===== src/design/c6502_pkg.sv =====
// Shared types, opcodes and constants for the 6502 subset execution core.
package c6502_pkg;

  localparam int unsigned MemDepthDefault = 65536;

  localparam logic [1:0] OP_WRITE = 2'd0;
  localparam logic [1:0] OP_STEP  = 2'd1;
  localparam logic [1:0] OP_RESET = 2'd2;

  localparam logic [15:0] RESET_VECTOR = 16'hFFFC;
  localparam logic [15:0] STACK_PAGE   = 16'h0100;

  localparam logic [7:0] OPC_ORA_IMM = 8'h09;
  localparam logic [7:0] OPC_BPL     = 8'h10;
  localparam logic [7:0] OPC_JSR     = 8'h20;
  localparam logic [7:0] OPC_AND_IMM = 8'h29;
  localparam logic [7:0] OPC_BIT_ABS = 8'h2C;
  localparam logic [7:0] OPC_JMP_ABS = 8'h4C;
  localparam logic [7:0] OPC_RTS     = 8'h60;
  localparam logic [7:0] OPC_SEI     = 8'h78;
  localparam logic [7:0] OPC_STY_ZP  = 8'h84;
  localparam logic [7:0] OPC_STA_ZP  = 8'h85;
  localparam logic [7:0] OPC_STX_ZP  = 8'h86;
  localparam logic [7:0] OPC_DEY     = 8'h88;
  localparam logic [7:0] OPC_TXA     = 8'h8A;
  localparam logic [7:0] OPC_STA_ABS = 8'h8D;
  localparam logic [7:0] OPC_STA_IZY = 8'h91;
  localparam logic [7:0] OPC_STA_ABY = 8'h99;
  localparam logic [7:0] OPC_TXS     = 8'h9A;
  localparam logic [7:0] OPC_LDY_IMM = 8'hA0;
  localparam logic [7:0] OPC_LDX_IMM = 8'hA2;
  localparam logic [7:0] OPC_LDA_IMM = 8'hA9;
  localparam logic [7:0] OPC_LDA_ABS = 8'hAD;
  localparam logic [7:0] OPC_BCS     = 8'hB0;
  localparam logic [7:0] OPC_LDA_ABX = 8'hBD;
  localparam logic [7:0] OPC_CPY_IMM = 8'hC0;
  localparam logic [7:0] OPC_INY     = 8'hC8;
  localparam logic [7:0] OPC_CMP_IMM = 8'hC9;
  localparam logic [7:0] OPC_DEX     = 8'hCA;
  localparam logic [7:0] OPC_BNE     = 8'hD0;
  localparam logic [7:0] OPC_CLD     = 8'hD8;
  localparam logic [7:0] OPC_CPX_IMM = 8'hE0;
  localparam logic [7:0] OPC_INC_ABS = 8'hEE;

  // Sources of the byte written to memory by the datapath.
  localparam logic [1:0] PUSH_RET_HI = 2'd0;
  localparam logic [1:0] PUSH_RET_LO = 2'd1;
  localparam logic [1:0] PUSH_REG    = 2'd2;

  // Memory address sources chosen by the controller.
  typedef enum logic [2:0] {
    MA_PC,        // program counter
    MA_PC1,       // pc + 1
    MA_PC2,       // pc + 2
    MA_VEC_LO,    // reset vector low
    MA_VEC_HI,    // reset vector high
    MA_ADDR_IN,   // input item address
    MA_EA,        // effective address register
    MA_STACK      // 0x0100 + sp
  } maddr_e;

  // Controller to datapath commands.
  typedef struct packed {
    maddr_e     mem_sel;
    logic       mem_we;
    logic       mem_wdata_in;   // write input data rather than datapath byte
    logic       ld_opcode;
    logic       ld_lo;          // capture read byte into operand low
    logic       ld_hi;          // capture read byte into operand high
    logic       ea_from_op;     // ea <= {hi,lo}
    logic       ea_zp;          // ea <= {0, lo}
    logic       ea_inc_zp;      // ea <= {0, lo+1} for indirect pointer
    logic       ea_add_y;       // ea <= {hi,lo} + y
    logic       ea_add_x;       // ea <= {hi,lo} + x
    logic       sp_dec;
    logic       sp_inc;
    logic [1:0] push_sel;       // PUSH_RET_HI, PUSH_RET_LO or PUSH_REG
    logic       exec;           // commit register/flag/pc update
    logic       pc_from_vec;    // pc <= {hi,lo}
    logic       set_result;     // load output buffer
    logic [2:0] cycles;
    logic       unimpl;
  } c6502_cmd_t;

endpackage


===== src/design/c6502_ctrl.sv =====
// Controller state machine sequencing memory accesses for each item.
module c6502_ctrl (
  input  logic                  clk_i,
  input  logic                  rst_ni,
  input  logic                  in_valid_i,
  output logic                  in_ready_o,
  input  logic [1:0]            in_op_i,
  output logic                  out_valid_o,
  input  logic                  out_ready_i,
  input  logic [7:0]            opcode_i,
  input  logic [7:0]            status_i,
  output c6502_pkg::c6502_cmd_t cmd_o
);
  import c6502_pkg::*;

  typedef enum logic [7:0] {
    S_IDLE  = 8'b0000_0001,
    S_FETCH = 8'b0000_0010,
    S_DEC   = 8'b0000_0100,
    S_OPND  = 8'b0000_1000,
    S_MEM   = 8'b0001_0000,
    S_MEM2  = 8'b0010_0000,
    S_EXEC  = 8'b0100_0000,
    S_DONE  = 8'b1000_0000
  } state_e;

  state_e     state_q, state_d;
  logic [2:0] step_q, step_d;
  logic [2:0] cyc_q, cyc_d;
  logic       unimp_q, unimp_d;
  logic       vld_q, vld_d;
  logic       vec_q, vec_d;
  logic       taken;

  assign in_ready_o  = state_q == S_IDLE && (!vld_q || out_ready_i);
  assign out_valid_o = vld_q;

  // Branch condition, used only for the cycle count.
  always_comb begin
    case (opcode_i)
      OPC_BPL: taken = ~status_i[7];
      OPC_BCS: taken = status_i[0];
      OPC_BNE: taken = ~status_i[1];
      default: taken = 1'b0;
    endcase
  end

  // Next state and command generation.
  always_comb begin
    state_d = state_q; step_d = step_q; cyc_d = cyc_q; unimp_d = unimp_q;
    vec_d = vec_q;
    vld_d = vld_q && !out_ready_i;
    cmd_o = '0;
    cmd_o.mem_sel = MA_PC;
    cmd_o.push_sel = PUSH_REG;
    cmd_o.cycles = cyc_q;
    cmd_o.unimpl = unimp_q;
    case (state_q)
      S_IDLE: begin
        if (in_ready_o && in_valid_i) begin
          cyc_d = 3'd0; unimp_d = 1'b0; vec_d = 1'b0;
          case (in_op_i)
            OP_WRITE: begin
              cmd_o.mem_sel = MA_ADDR_IN; cmd_o.mem_we = 1'b1; cmd_o.mem_wdata_in = 1'b1;
              state_d = S_DONE;
            end
            OP_STEP: state_d = S_FETCH;
            OP_RESET: begin
              cmd_o.mem_sel = MA_VEC_LO; vec_d = 1'b1; state_d = S_OPND;
            end
            default: state_d = S_DONE;
          endcase
        end
      end
      S_FETCH: begin
        // Opcode byte arrives now; ask for the first operand byte.
        cmd_o.ld_opcode = 1'b1;
        cmd_o.mem_sel = MA_PC1;
        state_d = S_DEC;
      end
      S_DEC: begin
        cmd_o.ld_lo = 1'b1;
        cmd_o.mem_sel = MA_PC2;
        state_d = S_OPND;
      end
      S_OPND: begin
        if (vec_q) begin
          cmd_o.ld_lo = 1'b1; cmd_o.mem_sel = MA_VEC_HI;
        end else begin
          cmd_o.ld_hi = 1'b1;
        end
        state_d = S_MEM;
      end
      S_MEM: begin
        step_d = 3'd0;
        if (vec_q) begin
          cmd_o.ld_hi = 1'b1; state_d = S_EXEC;
        end else begin
          // Both operand bytes are in place; set up the effective address.
          case (opcode_i)
            OPC_ORA_IMM, OPC_AND_IMM, OPC_LDY_IMM, OPC_LDX_IMM, OPC_LDA_IMM,
            OPC_CPY_IMM, OPC_CMP_IMM, OPC_CPX_IMM, OPC_SEI, OPC_CLD, OPC_DEY,
            OPC_INY, OPC_DEX, OPC_TXA, OPC_TXS: begin
              cyc_d = 3'd2; state_d = S_EXEC;
            end
            OPC_BPL, OPC_BCS, OPC_BNE: begin
              cyc_d = taken ? 3'd3 : 3'd2; state_d = S_EXEC;
            end
            OPC_JMP_ABS: begin cyc_d = 3'd3; state_d = S_EXEC; end
            OPC_STY_ZP, OPC_STA_ZP, OPC_STX_ZP: begin
              cmd_o.ea_zp = 1'b1; cyc_d = 3'd3; state_d = S_MEM2;
            end
            OPC_STA_ABS, OPC_LDA_ABS, OPC_BIT_ABS: begin
              cmd_o.ea_from_op = 1'b1; cyc_d = 3'd4; state_d = S_MEM2;
            end
            OPC_STA_ABY: begin
              cmd_o.ea_add_y = 1'b1; cyc_d = 3'd5; state_d = S_MEM2;
            end
            OPC_LDA_ABX: begin
              cmd_o.ea_add_x = 1'b1; cyc_d = 3'd4; state_d = S_MEM2;
            end
            OPC_INC_ABS: begin
              cmd_o.ea_from_op = 1'b1; cyc_d = 3'd6; state_d = S_MEM2;
            end
            OPC_STA_IZY: begin
              cmd_o.ea_zp = 1'b1; cyc_d = 3'd6; state_d = S_MEM2;
            end
            OPC_JSR, OPC_RTS: begin cyc_d = 3'd6; state_d = S_MEM2; end
            default: begin
              unimp_d = 1'b1; state_d = S_EXEC;
            end
          endcase
        end
      end
      S_MEM2: begin
        // Data and stack accesses, one memory access per cycle.
        case (opcode_i)
          OPC_STY_ZP, OPC_STA_ZP, OPC_STX_ZP, OPC_STA_ABS, OPC_STA_ABY: begin
            cmd_o.mem_sel = MA_EA; cmd_o.mem_we = 1'b1; state_d = S_EXEC;
          end
          OPC_LDA_ABS, OPC_LDA_ABX, OPC_BIT_ABS: begin
            cmd_o.mem_sel = MA_EA; state_d = S_EXEC;
          end
          OPC_INC_ABS: begin
            case (step_q)
              3'd0: begin cmd_o.mem_sel = MA_EA; step_d = 3'd1; end
              3'd1: begin cmd_o.ld_lo = 1'b1; step_d = 3'd2; end
              default: begin
                cmd_o.mem_sel = MA_EA; cmd_o.mem_we = 1'b1; state_d = S_EXEC;
              end
            endcase
          end
          OPC_STA_IZY: begin
            case (step_q)
              3'd0: begin
                cmd_o.mem_sel = MA_EA; cmd_o.ea_inc_zp = 1'b1; step_d = 3'd1;
              end
              3'd1: begin
                cmd_o.ld_lo = 1'b1; cmd_o.mem_sel = MA_EA; step_d = 3'd2;
              end
              3'd2: begin cmd_o.ld_hi = 1'b1; step_d = 3'd3; end
              3'd3: begin cmd_o.ea_add_y = 1'b1; step_d = 3'd4; end
              default: begin
                cmd_o.mem_sel = MA_EA; cmd_o.mem_we = 1'b1; state_d = S_EXEC;
              end
            endcase
          end
          OPC_JSR: begin
            cmd_o.mem_sel = MA_STACK; cmd_o.mem_we = 1'b1; cmd_o.sp_dec = 1'b1;
            case (step_q)
              3'd0: begin cmd_o.push_sel = PUSH_RET_HI; step_d = 3'd1; end
              default: begin cmd_o.push_sel = PUSH_RET_LO; state_d = S_EXEC; end
            endcase
          end
          OPC_RTS: begin
            case (step_q)
              3'd0: begin cmd_o.sp_inc = 1'b1; step_d = 3'd1; end
              3'd1: begin
                cmd_o.mem_sel = MA_STACK; cmd_o.sp_inc = 1'b1; step_d = 3'd2;
              end
              3'd2: begin
                cmd_o.ld_lo = 1'b1; cmd_o.mem_sel = MA_STACK; step_d = 3'd3;
              end
              default: begin cmd_o.ld_hi = 1'b1; state_d = S_EXEC; end
            endcase
          end
          default: state_d = S_EXEC;
        endcase
      end
      S_EXEC: begin
        cmd_o.exec = !vec_q && !unimp_q;
        cmd_o.pc_from_vec = vec_q;
        state_d = S_DONE;
      end
      S_DONE: begin
        cmd_o.set_result = 1'b1;
        vld_d = 1'b1;
        state_d = S_IDLE;
      end
      default: state_d = S_IDLE;
    endcase
  end

  always_ff @(posedge clk_i or negedge rst_ni) begin
    if (!rst_ni) begin
      state_q <= S_IDLE; step_q <= '0; cyc_q <= '0; unimp_q <= 1'b0;
      vld_q <= 1'b0; vec_q <= 1'b0;
    end else begin
      state_q <= state_d; step_q <= step_d; cyc_q <= cyc_d; unimp_q <= unimp_d;
      vld_q <= vld_d; vec_q <= vec_d;
    end
  end

  // A result is only raised from the final state.
  assert property (@(posedge clk_i) disable iff (!rst_ni)
    $rose(vld_q) |-> $past(state_q) == S_DONE) else $error("result without done");
  assert property (@(posedge clk_i) disable iff (!rst_ni)
    state_q != S_IDLE |-> !in_ready_o) else $error("ready while busy");
  assert property (@(posedge clk_i) disable iff (!rst_ni)
    state_q == S_DONE |=> state_q == S_IDLE) else $error("done not followed by idle");
endmodule


===== config.mk =====
export PLATFORM = sky130hd
export DESIGN_NAME = c6502_ctrl
export DESIGN_NICKNAME = d
export VERILOG_FILES = /design/src/design/c6502_pkg.sv /design/src/design/c6502_ctrl.sv
export SDC_FILE = /design/constraint.sdc
export NUM_CORES = 1
export LEC_CHECK = 0
export BUFFER_PORTS_ARGS = -buffer_cell sky130_fd_sc_hd__buf_4
export CAP_MARGIN = 20
export CORE_MARGIN = 2
export CORE_UTILIZATION = 45
export CTS_CLUSTER_DIAMETER = 50
export DETAILED_ROUTE_END_ITERATION = 8
export HOLD_SLACK_MARGIN = 0.02
export PLACE_DENSITY = 0.74
export SLEW_MARGIN = 20
export SYNTH_ARGS = -nofsm -noshare
export SYNTH_HDL_FRONTEND = slang
export SYNTH_SLANG_ARGS = --single-unit

===== constraint.sdc =====
create_clock -name clk_i -period 2.5 [get_ports clk_i]
set_clock_uncertainty 0.05 [all_clocks]
set_input_delay 0.125 -clock clk_i [delete_from_list [all_inputs] [get_ports clk_i]]
set_output_delay 0.125 -clock clk_i [all_outputs]
set_load 0.1 [all_outputs]

Yosys cells after proc, flatten, opt, wreduce, memory -nomap -nowiden
Index checks and enable logic that the tools add are counted.
Word-level totals
  output and inout bits: 26
  word-level logic and storage cells: 173
  register bits: 17
  input port bits: 22
Cells by class
  bitwise logic cells: 2
  reductions and logical operators: 35
  muxes and demuxes: 73
  equal/unequal tests: 57
Operator list (number)
  == test 8 bit, second input constant: 24
  one-hot mux 8 bit (7 select lines): 1
  2-to-1 mux 8 bit: 5
  == test 8 x 6 -> 1 bit, second input constant: 4
  == test 8 x 7 -> 1 bit, second input constant: 4
  one-hot mux 8 bit (4 select lines): 1
  OR reduction 31 bit: 1
  one-hot mux 3 bit (5 select lines): 2
  2-to-1 mux 1 bit: 28
  one-hot mux 3 bit (2 select lines): 4
  one-hot mux 3 bit (4 select lines): 2
  OR reduction 4 bit: 6
  2-to-1 mux 3 bit: 7
  one-hot mux 3 bit (6 select lines): 1
  == test 8 x 4 -> 1 bit, second input constant: 2
  == test 8 x 5 -> 1 bit, second input constant: 2
  one-hot mux 8 bit (2 select lines): 1
  != test 3 bit, second input constant: 5
  OR reduction 15 bit: 1
  2-to-1 mux 2 bit: 7
  2-to-1 mux 7 bit: 2
  one-hot mux 1 bit (3 select lines): 4
  OR reduction 12 bit: 1
  one-hot mux 1 bit (2 select lines): 5
  32 further kinds: 47

Depth between registers and ports, before layout
Gate-level depths: netlist of run 1.
  depth after elaboration: 6
  mapped depth: 8
  depth with buffers taken out: 6

Worst setup path after synthesis of run 1
No wires, ideal clock.
  path kind: input port to output port
  from: input port opcode_i[0]
  to: output port cmd_o[17] (netlist name)
  path slack: -2223 ps
  path buffers: 1
  arrival time: 4548 ps
  cell stages on the path: 6
  data required time: 2325 ps
  cells stage by stage: buf_2 nand4b_1 or3_4 nand2_1 a22oi_1 o311ai_0
RTL lines
  from (decl): line c6502_ctrl.sv:10  | input logic [7:0] opcode_i,
  to (decl): line c6502_ctrl.sv:12  | output c6502_pkg::c6502_cmd_t cmd_o

==> results.txt, run 1 <==
----------------------------------------------------
[Synthesis]
  Simple-gate share of the synthesized area ... 0.4307
  Share of synthesized flip-flops with an asynchronous set or reset ... 1.000
  Primary flip-flop cell chosen by synthesis mapping ... dfrtp_1
  Most numerous cell types in the synthesized netlist ... 31 x nand2_1, 16 x dfrtp_1, 15 x nor2_1
  Proportion of netlist area held by the largest area contributor ... 0.2101
  Portion of netlist area occupied by mux cells ... 0.01051
  Netlist area before placement ... 0.001906 mm2
  Combinational family with the most area after synthesis ... simple AND/OR/NAND/NOR gates
  Number of warnings issued by yosys ... 0
  Top cell type by total area after synthesis ... dfrtp_1
  Most frequent cell after synthesis ... nand2_1
  Part of the Yosys area used for sequential elements ... 0.2239
  Post-synth EDFFs ... 0
  Fraction of the mapped netlist area in compound gates ... 0.2147
  Gate Count Post-Synth ... 248
  Post-synth net total ... 275
  Post-synthesis share of cell area spent on full adders, half adders and majority gates ... 0.03283
  Leading cell types by total area after synthesis ... dfrtp_1 21%, nand2_1 6.1%, nand4b_1 3.7%, nor3_1 3.4%, ha_1 3.3%
  Number of storage elements in the synthesis netlist ... 17
  Synthesized-area fraction occupied by xor and xnor cells ... 0.01379
  Count of cell types in the netlist ... 65
  Syn_area_per_cell ... 7.684 um2

[STA]
  Max Slew Vio Count ... 0
  Fin. Hold Viols ... 0
  Final setup viols ... 0
  Relative max-transition margin ... 0.6333
  Post-layout min period ... 2.398 ns
  Worst hold-check slack ... 0.1377 ns
  Transition time of the tightest slew-check pin ... 0.5459 ns
  Slack of the critical path ... 0.1017 ns
  Share of the clock period used by the worst path ... 0.9593
  RSZ-0062 raised after global routing ... false
  Achievable Freq ... 0.4170 GHz
  Setup TNS Final ... 0 ns

[Setup path]
  Kind of cell adding the most delay to the critical path ... simple AND/OR/NAND/NOR gates
  Reg2Reg Setup Slack ... 0.41 ns
  Capturing element type of the critical path ... output port
  Critical path type ... flop to output port
  Crit-path cells ... nor4_4 -> nand2b_2 -> or4_1 -> buf_4 -> a211oi_4 -> buf_6
  Data arrival time of the critical path ... 2.22 ns
  Kind of start point of the critical path ... flop
  Top fanout value on the critical path ... 8
  Required time of the critical path ... 2.33 ns
  Delay of the slowest cell on the worst path ... 0.44 ns
  Buf/Inv on CP ... 2
  Slowest cell on the critical path ... or4_1

[Power]
  Power density cells ... 649.8 mW/mm2
  Post-layout power ... 0.001567 W
  Largest vdd supply drop ... 0.4644 mV
  Leakage component of the power ... 1.059 nW

[Place]
  Worst slack after detailed placement ... 0.2563 ns
  Placed Cells incl. Taps ... 329
  Routability congestion estimate ... 0.9178
  Number of buffers added on ports ... 42
  HPWL after detailed placement ... 4157 um

[Drt]
  DRC marker count from the first detailed-route iteration ... 181
  # DRC ... 0
  Detailed-route wire length ... 5335 um
  Iteration count of the initial detailed-routing pass ... 5
  Via count ... 2085
  Vias/cell ... 6.224
  Wire length per cell ... 15.93 um
  Number of nets with antenna violations after routing ... 0

[Clocking]
  Buffer type at the clock tree root ... clkbuf_8
  Clock tree sinks ... 17
  TritonCTS clock tree ... yes
  Clock-pin slew on the worst setup and hold paths ... 0.07 ns
  Number of levels in the clock H-tree ... 1
  Clock latency on the worst-skew pair ... 0.25 ns
  Number of buffers between clock root and the deepest sink ... 2
  TritonCTS Buffers ... 3

[Min path]
  Path category of the worst min-delay check ... input pin to flop

[Floorplan]
  Std-Cell Core Area ... 0.004029 mm2
  Die extent in y ... 69.08 um
  Die span in x ... 69.08 um
  I/O pin total ... 48
  Starting Density ... 0.4730
  Cell row count ... 23
  Die Area ... 0.004771 mm2

[Global routing]
  Number of global-route vias before repair ... 1881
  Antenna violations before repair ... 0
  Global-route wire length before repair ... 8914 um
  Largest net degree at the start of global routing ... 19
  Total GRT Usage ... 0.2242
  Aggregate global routing overflow ... 0

[Run status]
  Status ... finished, final reports clean

[Finish]
  Area growth syn-to-layout ... 26.53%
  Antenna Diode Count ... 0
  Layout cell share with drive strength beyond 1 ... 0.3123
  Number of standard cells in the layout, taps in and fillers out ... 335
  Net count reported at finish ... 313

[Run]
  Maxcap violations ... 0

----------------------------------------------------
## kinds of logic (layout without fill, tap and decap cells)
group / after synthesis / in the layout
xor+xnor: 3 / 3
compound gates: 57 / 57
mux: 2 / 2
simple gates: 136 / 136
buf+inv: 28 / 65
fa+ha+maj: 5 / 5
flops: 17 / 17
## routing by layer
| metal | vias up | track usage | routed length (um) | share of wire |
|---|---|---|---|---|
| li1 | 991 | - | - | - |
| met1 | 967 | 0.3073 | 2279 | 0.43 |
| met2 | 111 | 0.3558 | 2429 | 0.46 |
| met3 | 16 | 0.02924 | 466 | 0.087 |
| met4 | 0 | 0.09150 | 160 | 0.030 |
| met5 | - | 0 | 0 | 0 |
## tightest hold or removal path, stage by stage
cell,delay [ns]
buf_4,0.08
nand2_1,0.08
nand2_1,0.09
nand2b_1,0.05
## worst paths after layout
check                                            start                endpoint  cells past startpoint
worst min register to register    cyc_q[2]$_DFFE_PN0P_    cyc_q[2]$_DFFE_PN0P_                      2
worst max-delay path            state_q[1]$_DFFE_PN0P_               cmd_o[15]                      6
worst min-delay path                        in_valid_i  state_q[0]$_DFFE_PN1P_                      4
max in group asynchronous                       rst_ni  state_q[0]$_DFFE_PN1P_                      2
worst max register to register  state_q[3]$_DFFE_PN0P_    cyc_q[0]$_DFFE_PN0P_                      7
min in group asynchronous                       rst_ni  state_q[4]$_DFFE_PN0P_                      2
## placed cells by master (no fill, tap or decap), types with 4 or more instances in the layout
cell type / Yosys / layout
buf_4: 5 / 49
nand2_1: 31 / 30
dfrtp_1: 16 / 15
nor2_1: 15 / 12
o21ai_0: 11 / 11
nor3_1: 13 / 11
nand3_1: 11 / 11
a21oi_1: 10 / 9
nand4b_1: 8 / 8
inv_1: 7 / 7
nand2b_1: 6 / 6
nor2b_1: 6 / 5
nand4_1: 5 / 5
ha_1: 5 / 5
nor3b_1: 4 / 4
and2_1: 5 / 4
## flip-flops by register name, indices dropped and copies added, names as in the netlist
| name | flops |
|---|---|
| cyc_q | 3 |
| vec_q | 1 |
| out_valid_o | 1 |
| unimp_q | 1 |
| step_q | 3 |
| state_q | 8 |
## through the flow
step | cell area, um2 | utilization
CTS | 2396 | 0.5947
floorplan | 2004 | -
detailed placement | 2333 | 0.5792
global placement | 2333 | 0.5792
global route | 2411 | 0.5984
finish | 2411 | 0.5984
## timing repair
item | CTS | global route
endpoints found under the hold margin | 17 | 0
pin swaps | 0 | 1
gates resized for setup | 2 | 3
endpoints found under the setup margin | 2 | 9
hold buffers | 1 | 0
buffers inserted | 0 | 1
## cell type report
class	count	area [um2]
fill	369	1618
multi-input combinational	203	1434
sequential	17	427.9
timing repair buffer	53	411.6
tap	50	62.56
clock buffer	4	45.04
inverter	8	30.03
## power by group
group          internal (W)  leakage [nW]  switching, W
clock network      0.000113        0.0228     0.0000868
logic              0.000289         0.806      0.000684
registers          0.000324         0.230     0.0000699
total              0.000726          1.06      0.000841
No activity file was read; power rests on OpenSTA's default activity.
==> run 2: changes to the inputs <==
- BUFFER_PORTS_ARGS: -buffer_cell sky130_fd_sc_hd__buf_4 -> -buffer_cell sky130_fd_sc_hd__buf_2
==> run 2 against run 1 <==
Compared with the run above:
- die area stayed put
- worst hold slack worse by 0.0019 ns
- setup slack worse by 0.059 ns
- utilization is 2.3 points higher
- cell area is 3.9% higher
- power is 3.2% higher
==> results.txt, run 2 (synthesized netlist as in run 1, its figures left out) <==
----------------------------------------------------
[Clocking]
  Clock tree sinks ... 17 (unchanged)
  TritonCTS clock tree ... yes
  Clock latency on the worst-skew pair ... 0.25 ns (about the same)
  Buffer type at the clock tree root ... clkbuf_8
  TritonCTS Buffers ... 3 (unchanged)
  Clock-pin slew on the worst setup and hold paths ... 0.07 ns (about the same)
  Number of levels in the clock H-tree ... 1 (unchanged)
  Number of buffers between clock root and the deepest sink ... 2 (unchanged)

[Floorplan]
  Die span in x ... 69.08 um (unchanged)
  Die extent in y ... 69.08 um (unchanged)
  Cell row count ... 23 (unchanged)
  I/O pin total ... 48 (unchanged)
  Starting Density ... 0.4730 (unchanged)
  Die Area ... 0.004771 mm2 (unchanged)
  Std-Cell Core Area ... 0.004029 mm2 (unchanged)

[Setup path]
  Kind of start point of the critical path ... flop
  Capturing element type of the critical path ... output port
  Required time of the critical path ... 2.33 ns (about the same)
  Reg-to-reg startpoint ... state_q[1]$_DFFE_PN0P_
  Data arrival time of the critical path ... 2.28 ns (+0.06 ns)
  Endpoint of the worst register-to-register path ... step_q[1]$_DFFE_PN0P_
  Critical path type ... flop to output port
  Reg2Reg Setup Slack ... 0.27 ns (-0.14 ns)
  Number of cells traversed by the worst register-to-register path ... 6 (-1)
  Top fanout value on the critical path ... 8 (unchanged)

[Finish]
  Biggest regs ... state_q x8, cyc_q x3, step_q x3
  Core utilization of the finished layout ... 0.6217 (+0.02329)
  Net count reported at finish ... 313 (unchanged)
  Area growth syn-to-layout ... 31.45%
  Layout cell share with drive strength beyond 1 ... 0.3123 (unchanged)
  Largest reg by FF count ... state_q
  Antenna Diode Count ... 0 (unchanged)
  Combined area of the multi-input logic cells ... 0.001443 mm2 (+0.61%)
  Number of standard cells in the layout, taps in and fillers out ... 335 (unchanged)
  Max reg flops ... 8 (unchanged)
  Combined flip-flop and latch cell area ... 427.9 um2 (unchanged)
  Fillcell total ... 357 (-3.3%)
  Most used cells in the layout excluding fill and tap cells ... 30 x nand2_1, 28 x buf_2, 15 x dfrtp_1
  Commonest non-fill, non-tap cell in the layout ... nand2_1

[Drt]
  Iteration count of the initial detailed-routing pass ... 4 (-1)
  Via count ... 2047 (-1.8%)
  # DRC ... 0 (unchanged)
  DRC marker count from the first detailed-route iteration ... 116 (-36%)
  Wire length per cell ... 15.93 um (about the same)
  Detailed-route wire length ... 5336 um (about the same)
  Number of nets with antenna violations after routing ... 0 (unchanged)
  Vias/cell ... 6.110 (-1.8%)

[Global routing]
  Global-route wire length before repair ... 8652 um (-2.9%)
  Aggregate global routing overflow ... 0 (unchanged)
  Number of global-route vias before repair ... 1867 (-0.74%)
  Largest net degree at the start of global routing ... 18 (-1)
  Antenna violations before repair ... 0 (unchanged)
  Total GRT Usage ... 0.2190 (-0.005229)

[STA]
  Post-layout min period ... 2.457 ns (+0.05875 ns)
  Worst hold-check slack ... 0.1357 ns (-0.001947 ns)
  Relative max-transition margin ... 0.5570 (-0.07632)
  Share of the clock period used by the worst path ... 0.9828 (+0.02350)
  Achievable Freq ... 0.4070 GHz (-2.4%)
  Setup TNS Final ... 0 ns (unchanged)
  Fin. Hold Viols ... 0 (unchanged)
  Final setup viols ... 0 (unchanged)
  Transition time of the tightest slew-check pin ... 0.6595 ns (+0.1136 ns)
  Max Slew Vio Count ... 0 (unchanged)

[Min path]
  Path category of the worst min-delay check ... input pin to flop
  Startpoint of the most critical hold path ... in_valid_i
  Instance count along the most critical hold path ... 4 (unchanged)
  Hold worst-path end ... state_q[0]$_DFFE_PN1P_

[Power]
  Leakage component of the power ... 1.084 nW (+2.3%)
  Largest vdd supply drop ... 0.5118 mV (+10%)
  Power density cells ... 645.4 mW/mm2 (-0.68%)

[Run status]
  Status ... finished, final reports clean

[Place]
  Routability congestion estimate ... 1.016 (+11%)
  Number of buffers added on ports ... 42 (unchanged)
  HPWL after detailed placement ... 4112 um (-1.1%)
  Placed Cells incl. Taps ... 328 (-0.30%)

[Run]
  Maxcap violations ... 0 (unchanged)

----------------------------------------------------
run 2: worst max-delay path by stage:
stage	startpoint	endpoint	slack, ns
5_1_grt	state_q[1]$_DFFE_PN0P_	cmd_o[11]	-0.006
4_1_cts	state_q[6]$_DFFE_PN0P_	cmd_o[15]	0.02
3_3_place_gp	state_q[1]$_DFFE_PN0P_	cmd_o[15]	0.30
3_5_place_dp	state_q[1]$_DFFE_PN0P_	cmd_o[15]	0.23
6_report	state_q[1]$_DFFE_PN0P_	cmd_o[15]	0.04
2_1_floorplan	state_q[1]$_DFFE_PN0P_	cmd_o[17]	-0.17
run 2: worst max-delay path, cell delays in order, from the launching register on:
cell and delay, ns:
dfrtp_2 0.46, nor4_4 0.42, nand2b_2 0.12, or4_1 0.44, buf_6 0.18, a211oi_4 0.20
buf_12 0.21
run 2: stage by stage:
| stage | power (W) | setup WS [ns] | area [um2] |
|---|---|---|---|
| after floorplan | 0.001123 | -0.1708 | 2004 |
| after global placement | 0.001347 | 0.3010 | 2416 |
| after detailed placement | 0.001368 | 0.2337 | 2416 |
| after CTS | 0.001583 | 0.02024 | 2471 |
| after global routing | 0.001718 | -0.005743 | 2505 |
| final | 0.001617 | 0.04300 | 2505 |
run 2: cell type report:
cell class | count | area share
tap | 50 | 0.02498
inverter | 8 | 0.01199
clock buffer | 4 | 0.01798
timing repair buffer | 53 | 0.1983
multi-input combinational | 203 | 0.5759
sequential | 17 | 0.1708
run 2: power by group:
part / leakage (nW) / switching [W] / internal [W]
logic: 0.830 / 0.000690 / 0.000323
clock network: 0.0228 / 0.0000873 / 0.000113
registers: 0.230 / 0.0000788 / 0.000325
run 2: what timing repair did:
item | CTS | global route
pin swaps | 1 | 1
hold buffers | 1 | 0
endpoints found under the setup margin | 2 | 8
setup buffers | 0 | 2
gates resized for setup | 0 | 5
hold endpoints to repair | 16 | 0
run 2: routing by layer:
metal,vias up,GRT usage,part of all wire
met5,-,0,0
met4,0,0.06972,0.012
met3,6,0.02778,0.081
met2,91,0.3451,0.48
met1,955,0.3104,0.43
li1,995,-,-
